==> src/rtl/csb_pkg.sv <==
// ----------------------------------------------------------------------------
// csb_pkg
// Shared types, codes and defaults for the pointer shape to BGRA converter.
// ----------------------------------------------------------------------------
package csb_pkg;

    // Default sizes of the raw store and the pointer image
    localparam int RAW_BYTES_DEF  = 16384;
    localparam int MAX_WIDTH_DEF  = 1024;
    localparam int MAX_HEIGHT_DEF = 2048;

    // Width of byte address arithmetic (row * pitch plus column offset)
    localparam int CALC_W = 28;

    // Configuration port
    localparam int CFG_IDX_W  = 3;
    localparam int CFG_DATA_W = 15;

    localparam logic [CFG_IDX_W-1:0] CFG_SHAPE_TYPE   = 3'd0;
    localparam logic [CFG_IDX_W-1:0] CFG_SHAPE_WIDTH  = 3'd1;
    localparam logic [CFG_IDX_W-1:0] CFG_SHAPE_HEIGHT = 3'd2;
    localparam logic [CFG_IDX_W-1:0] CFG_ROW_PITCH    = 3'd3;
    localparam logic [CFG_IDX_W-1:0] CFG_RAW_SIZE     = 3'd4;

    // Shape types
    localparam logic [1:0] TYPE_MONO    = 2'd0;
    localparam logic [1:0] TYPE_COLOR   = 2'd1;
    localparam logic [1:0] TYPE_MASKED  = 2'd2;
    localparam logic [1:0] TYPE_UNKNOWN = 2'd3;

    // Result status codes
    localparam logic [1:0] STATUS_OK        = 2'd0;
    localparam logic [1:0] STATUS_BAD_SHAPE = 2'd1;
    localparam logic [1:0] STATUS_OUTSIDE   = 2'd2;

    // Request kinds
    localparam logic KIND_WRITE = 1'b0;
    localparam logic KIND_READ  = 1'b1;

    // Byte constants
    localparam logic [7:0] BYTE_FULL = 8'hFF;
    localparam logic [7:0] BYTE_ZERO = 8'h00;
    localparam logic [7:0] MSB_MASK  = 8'h80;

    // Request word
    typedef struct packed {
        logic        kind;
        logic [13:0] byte_address;
        logic [7:0]  byte_value;
        logic [9:0]  pixel_x;
        logic [10:0] pixel_y;
    } req_t;

    // Response word
    typedef struct packed {
        logic [7:0] blue;
        logic [7:0] green;
        logic [7:0] red;
        logic [7:0] alpha;
        logic [1:0] status;
    } rsp_t;

    // Controller states
    typedef enum logic [2:0] {
        S_IDLE,
        S_MUL_A,
        S_MUL_B,
        S_ADDR,
        S_READ,
        S_FORM
    } state_t;

    // Controller to datapath commands
    typedef struct packed {
        logic       accept;
        logic       mul_a;
        logic       mul_b;
        logic       addr;
        logic       rd_en;
        logic [1:0] rd_idx;
        logic       load_out;
    } cmd_t;

    // Datapath to controller status
    typedef struct packed {
        logic req_read;
        logic reject;
        logic mono;
        logic short_data;
        logic out_free;
    } stat_t;

endpackage

==> src/rtl/csb_ctrl.sv <==
// ----------------------------------------------------------------------------
// csb_ctrl
// Sequencer: accepts a word, steps address math, byte reads and pixel forming.
// ----------------------------------------------------------------------------
module csb_ctrl
    import csb_pkg::*;
(
    input  logic   clk,
    input  logic   rst_n,
    input  logic   req_valid,
    output logic   req_ready,
    input  stat_t  stat,
    output cmd_t   cmd
);

    state_t     state_reg, state_next;
    logic [1:0] cnt_reg, cnt_next;
    logic       last_byte;

    // State and byte counter registers
    always_ff @(posedge clk or negedge rst_n)
    begin
        if (!rst_n)
        begin
            state_reg <= S_IDLE;
            cnt_reg   <= 2'd0;
        end
        else
        begin
            state_reg <= state_next;
            cnt_reg   <= cnt_next;
        end
    end

    // Two bytes for a monochrome pixel, four for colour
    assign last_byte = stat.mono ? (cnt_reg == 2'd1) : (cnt_reg == 2'd3);

    // Next state and commands
    always_comb
    begin
        state_next = state_reg;
        cnt_next   = cnt_reg;
        req_ready  = 1'b0;
        cmd        = '0;
        cmd.rd_idx = cnt_reg;
        case (state_reg)
            S_IDLE:
            begin
                req_ready = 1'b1;
                if (req_valid)
                begin
                    cmd.accept = 1'b1;
                    if (stat.req_read)
                    begin
                        state_next = S_MUL_A;
                    end
                end
            end
            S_MUL_A:
            begin
                cmd.mul_a = 1'b1;
                if (stat.reject)
                begin
                    state_next = S_FORM;
                end
                else if (stat.mono)
                begin
                    state_next = S_MUL_B;
                end
                else
                begin
                    state_next = S_ADDR;
                end
            end
            S_MUL_B:
            begin
                cmd.mul_b  = 1'b1;
                state_next = S_ADDR;
            end
            S_ADDR:
            begin
                cmd.addr   = 1'b1;
                cnt_next   = 2'd0;
                state_next = S_READ;
            end
            S_READ:
            begin
                // Drop the reads when the raw data is too short
                if (stat.short_data)
                begin
                    state_next = S_FORM;
                end
                else
                begin
                    cmd.rd_en = 1'b1;
                    if (last_byte)
                    begin
                        state_next = S_FORM;
                    end
                    else
                    begin
                        cnt_next = cnt_reg + 2'd1;
                    end
                end
            end
            S_FORM:
            begin
                // Hold until the output register can take the word
                if (stat.out_free)
                begin
                    cmd.load_out = 1'b1;
                    state_next   = S_IDLE;
                end
            end
            default:
            begin
                state_next = S_IDLE;
            end
        endcase
    end

endmodule

==> config.mk <==
export PLATFORM = sky130hd
export DESIGN_NAME = csb_ctrl
export DESIGN_NICKNAME = d
export VERILOG_FILES = /design/src/rtl/csb_pkg.sv /design/src/rtl/csb_ctrl.sv
export SDC_FILE = /design/constraint.sdc
export NUM_CORES = 1
export LEC_CHECK = 0
export ABC_AREA = 0
export BUFFER_PORTS_ARGS = -buffer_cell sky130_fd_sc_hd__clkbuf_2
export CAP_MARGIN = 10
export CORE_AREA = 4 4 41 43
export CTS_CLUSTER_DIAMETER = 200
export DETAILED_ROUTE_END_ITERATION = 10
export DIE_AREA = 0 0 45 47
export GPL_TIMING_DRIVEN = 0
export PLACE_DENSITY = 0.56
export SETUP_SLACK_MARGIN = 0.4
export SYNTH_ARGS = -nofsm -noshare
export SYNTH_HDL_FRONTEND = slang
export SYNTH_SLANG_ARGS = --single-unit
==> constraint.sdc <==
create_clock -name clk -period 2.01 [get_ports clk]
set_input_delay 0.402 -clock clk [delete_from_list [all_inputs] [get_ports clk]]
set_output_delay 0.402 -clock clk [all_outputs]
set_load 0.02 [all_outputs]
# ---- After elaboration in Yosys (flattened, before gate mapping)
# Index checks and enable logic that the tools add are counted.
dict set report totals {
  in_bits 8
  output_inout_bits 9
  elab_cells 42
  reg_bits 5
}
dict set report classes {
  add_sub_neg 1
  reduce_logical 4
  n_eq_ne 13
  n_mux 22
}
# operator count
set ops {}
lappend ops {{2-to-1 mux 3 bit} 6}
lappend ops {{case mux 3 bit (6 select lines)} 1}
lappend ops {{2-to-1 mux 1 bit} 12}
lappend ops {{!= test 2 bit (second input constant)} 5}
lappend ops {{== test 3 x 2 -> 1 bit (second input constant)} 2}
lappend ops {{== test 3 bit (second input constant)} 2}
lappend ops {{2-to-1 mux 2 bit} 2}
lappend ops {{case mux 2 bit (2 select lines)} 1}
lappend ops {{AND reduction 4 bit} 1}
lappend ops {{== test 3 x 1 -> 1 bit (second input constant)} 1}
lappend ops {{zero test 3 bit} 1}
lappend ops {{!= test 3 bit (second input constant)} 1}
lappend ops {{AND reduction 3 bit} 1}
lappend ops {{adder 2 x 1 -> 2 bit (second input constant)} 1}
lappend ops {{== test 2 x 1 -> 1 bit (second input constant)} 1}
lappend ops {{== test 2 bit (second input constant)} 1}
lappend ops {{nonzero test 2 bit} 1}

# ---- Logic depth before layout (Yosys ltp)
dict set report depth {
  word_depth 5
  mapped_depth 4
  ltp_nobuf 3
}

# ---- Worst setup path after synthesis
# No wires, ideal clock.
dict set report synth_timing {
  path_type {reg2out}
  start {register state_reg[0]}
  end {output cmd[7] (netlist name)}
  t_arrival_ps 1396
  path_slack_ps 212
  path_stages_with_launch 4
  n_path_buf 1
  path_cell_list {dfrtp_1 -> buf_6 -> nor3_1 -> and2_1}
}
# item line
set synth_rtl {}
lappend synth_rtl {{start, declared} csb_ctrl.sv:16} ;# state_t state_reg, state_next;
lappend synth_rtl {{start signal, assigned} csb_ctrl.sv:30} ;# state_reg <= state_next;
lappend synth_rtl {{end, declared} csb_ctrl.sv:13} ;# output cmd_t cmd

==> impl_metrics.yaml <==
yosys:
  syn_nets: 50
  ys_seq_area_share_pct: 34.6
  syn_avg_cell_area_sq_um: 8.61
  synth_edf_count: 0
  mappedNetlistArea_sq_um: 362
  synth_top_area_share_pct: 34.6
  yosys_register_bits: 5
  synth-main-ff-cell: "dfrtp_1"
  ys_warn_count: 0
  synthArstFlopShare_pct: 100
  synth_cell_types: 23
  synthTopCellsByCount: "dfrtp_1, nand2_1, a21oi_1, nor2_1, nor3_1"
  synth_cells: 42
  yosys.area.top_type: "dfrtp_1"
  yosys-top-cells-area: "dfrtp_1, buf_6, a21oi_1"
worst_setup_path:
  critical_path_class: "reg -> out"
  r2r_cells: 4
  endpoint: "cmd[3]"
  r2r-end: "cnt_reg[1]$_DFFE_PN0P_"
  crit_arrival_ns: 1.22
  cp_data_required_time_ns: 1.61
  end_kind: "primary output"
  r2r_slack_ns: 0.69
  critPathLaunchType: "flip-flop"
  crit_path_start: "state_reg[1]$_DFFE_PN0P_"
  r2r-start: "state_reg[2]$_DFFE_PN0P_"
  critPathMaxFanout: 3
place:
  pre_cts_slack_ns: 0.504
  dp_hpwl_um: 668
  gp_congestion: 0.673
  place.port_buffers: 16
sta:
  finClkSkew_ns: 0.000773
  timing.fmax_mhz: 615
  worstMarginPinSlew_ns: 0.203
  relSlewSlack_pct: 86.4
  setup_viol: 0
  finalCritPeriodShare_pct: 80.8
  setup_tns_ns: 0
  final-hold-violation-count: 0
  hold_ws_ns: 0.494
  slew_violations: 0
  finalWorstSetupSlack_ns: 0.385
  grt_setup_unrepaired: "true"
  fin_crit_ns: 1.63
min_path:
  hold_path.class: "in -> reg"
die:
  die_h_um: 47
  dieArea_sq_mm: 0.00212
  die_x_um: 45
  rows: 13
  start_util_pct: 27.8
  core_sq_mm: 0.00130
  pin_count: 17
route:
  wl_met1_um: 453
  vias: 413
  highest_layer: "met3"
  ant_nets: 0
  drt_iter0_drc: 4
  totalWireLength_um: 1050
  wl_met3_um: 86
  drcViolationCount: 0
  via_per_inst: 4.69
  firstDrtPassIters: 4
  wl_per_cell_um: 12.0
  wl_met2_um: 514
finish:
  largest_register_ffs: 3
  syn_to_final_growth_pct: 72.3
  num_antenna_cells: 0
  final_core_util_pct: 47.9
  final_nets: 82
  layout-drive-gt1-share_pct: 58.9
clock_network:
  clock_latency_ns: 0.24
  cts_tree: "yes"
  root_buffer: "clkbuf_4"
  clockBufferDepth: 2
  clock_sinks: 5
  clk_pin_slew_worst_paths_ns: 0.04
  htreeDepth: 1
  numCtsBuffers: 3
power_and_ir_drop:
  p_per_area_mw_per_mm2: 1570
  peakVddDrop_mv: 0.750
  leakage_nw: 0.302
  total_power_w: 0.000977
global_routing:
  antenna_found_initial: 0
  grt_pass1_wl_um: 1530
  grtUsageTotal_pct: 10.3
  grt_max_degree: 11
  grt_pass1_vias: 346
  overflow: 0
status:
  status: "finished, final reports clean"
run:
  maxCapViolCount: 0
area by class of cell:
| type | count | area, sq um |
|---|---|---|
| sequential | 5 | 128 |
| timing repair buffer | 27 | 180 |
| inverter | 2 | 10.0 |
| buffer | 3 | 33.8 |
| multi-input combinational | 32 | 226 |
| fill | 151 | 678 |
| tap | 15 | 18.8 |
| clock buffer | 4 | 26.3 |
power by group:
part           total [W]  switching [W]  leakage [nW]  internal, W
sequential      0.000201      0.0000534        0.0601     0.000148
combinational   0.000661       0.000333         0.227     0.000328
clock           0.000115      0.0000403        0.0150    0.0000750
how the worst min path moves through the flow:
stage / start / end / depth (start not counted)
finish: stat[0] / state_reg[2]$_DFFE_PN0P_ / 4
global route: rst_n / state_reg[0]$_DFFE_PN0P_ / 2
CTS: stat[0] / state_reg[2]$_DFFE_PN0P_ / 4
detailed placement: rst_n / cnt_reg[0]$_DFFE_PN0P_ / 1
global placement: rst_n / cnt_reg[1]$_DFFE_PN0P_ / 1
floorplan: rst_n / cnt_reg[0]$_DFFE_PN0P_ / 0
layout by cell type (no fill, tap or decap), drive strengths merged:
| cell | synthesis | routed |
|---|---|---|
| o21a | 1 | 1 |
| dfrtp | 5 | 5 |
| xor2 | 1 | 1 |
| buf | 3 | 16 |
| a31oi | 1 | 1 |
| and2 | 2 | 2 |
| and4b | 1 | 1 |
| dlygate4sd3 | 0 | 1 |
| nor3 | 4 | 4 |
| a311o | 1 | 1 |
| o21ai | 1 | 1 |
| a211oi | 1 | 1 |
| nor3b | 2 | 2 |
| o2bb2ai | 1 | 1 |
| o22ai | 1 | 1 |
| nor2 | 4 | 4 |
| clkbuf | 0 | 17 |
| a21oi | 4 | 4 |
| a21boi | 1 | 1 |
| and3 | 1 | 1 |
| inv | 2 | 2 |
| nand2 | 5 | 5 |
worst max-delay path: stages, from the launching register on:
cell and delay [ns]:
dfrtp_2 0.44, nor3_4 0.21, and2_4 0.17, clkbuf_4 0.16
cell families after synthesis:
logic type | Yosys count | synth area share, %
AND/OR/NAND/NOR | 19 | 30.8
AO/OA/AOI/OAI | 12 | 21.8
flip-flops | 5 | 34.6
buffers and inverters | 5 | 10.4
XOR/XNOR | 1 | 2.42
routing by layer:
metal	global-route usage (%)	vias up
met1	12.1	188
met4	1.75	0
met2	17.2	14
met5	0	-
met3	4.98	0
li1	-	211
timing repair:
item                       CTS  global route
gates resized for setup     10             9
hold buffers                 1             0
cloned                       0             1
buffers inserted             1             8
hold endpoints to repair     5             0
pin swaps                    3             0
setup endpoints to repair    3             6
through the flow:
step	instances	instance area, sq um
3_3_place_gp	73	465
2_1_floorplan	42	367
4_1_cts	79	538
5_1_grt	88	623
6_report	88	623
3_5_place_dp	73	465
No activity file was read; power rests on OpenSTA's default activity.
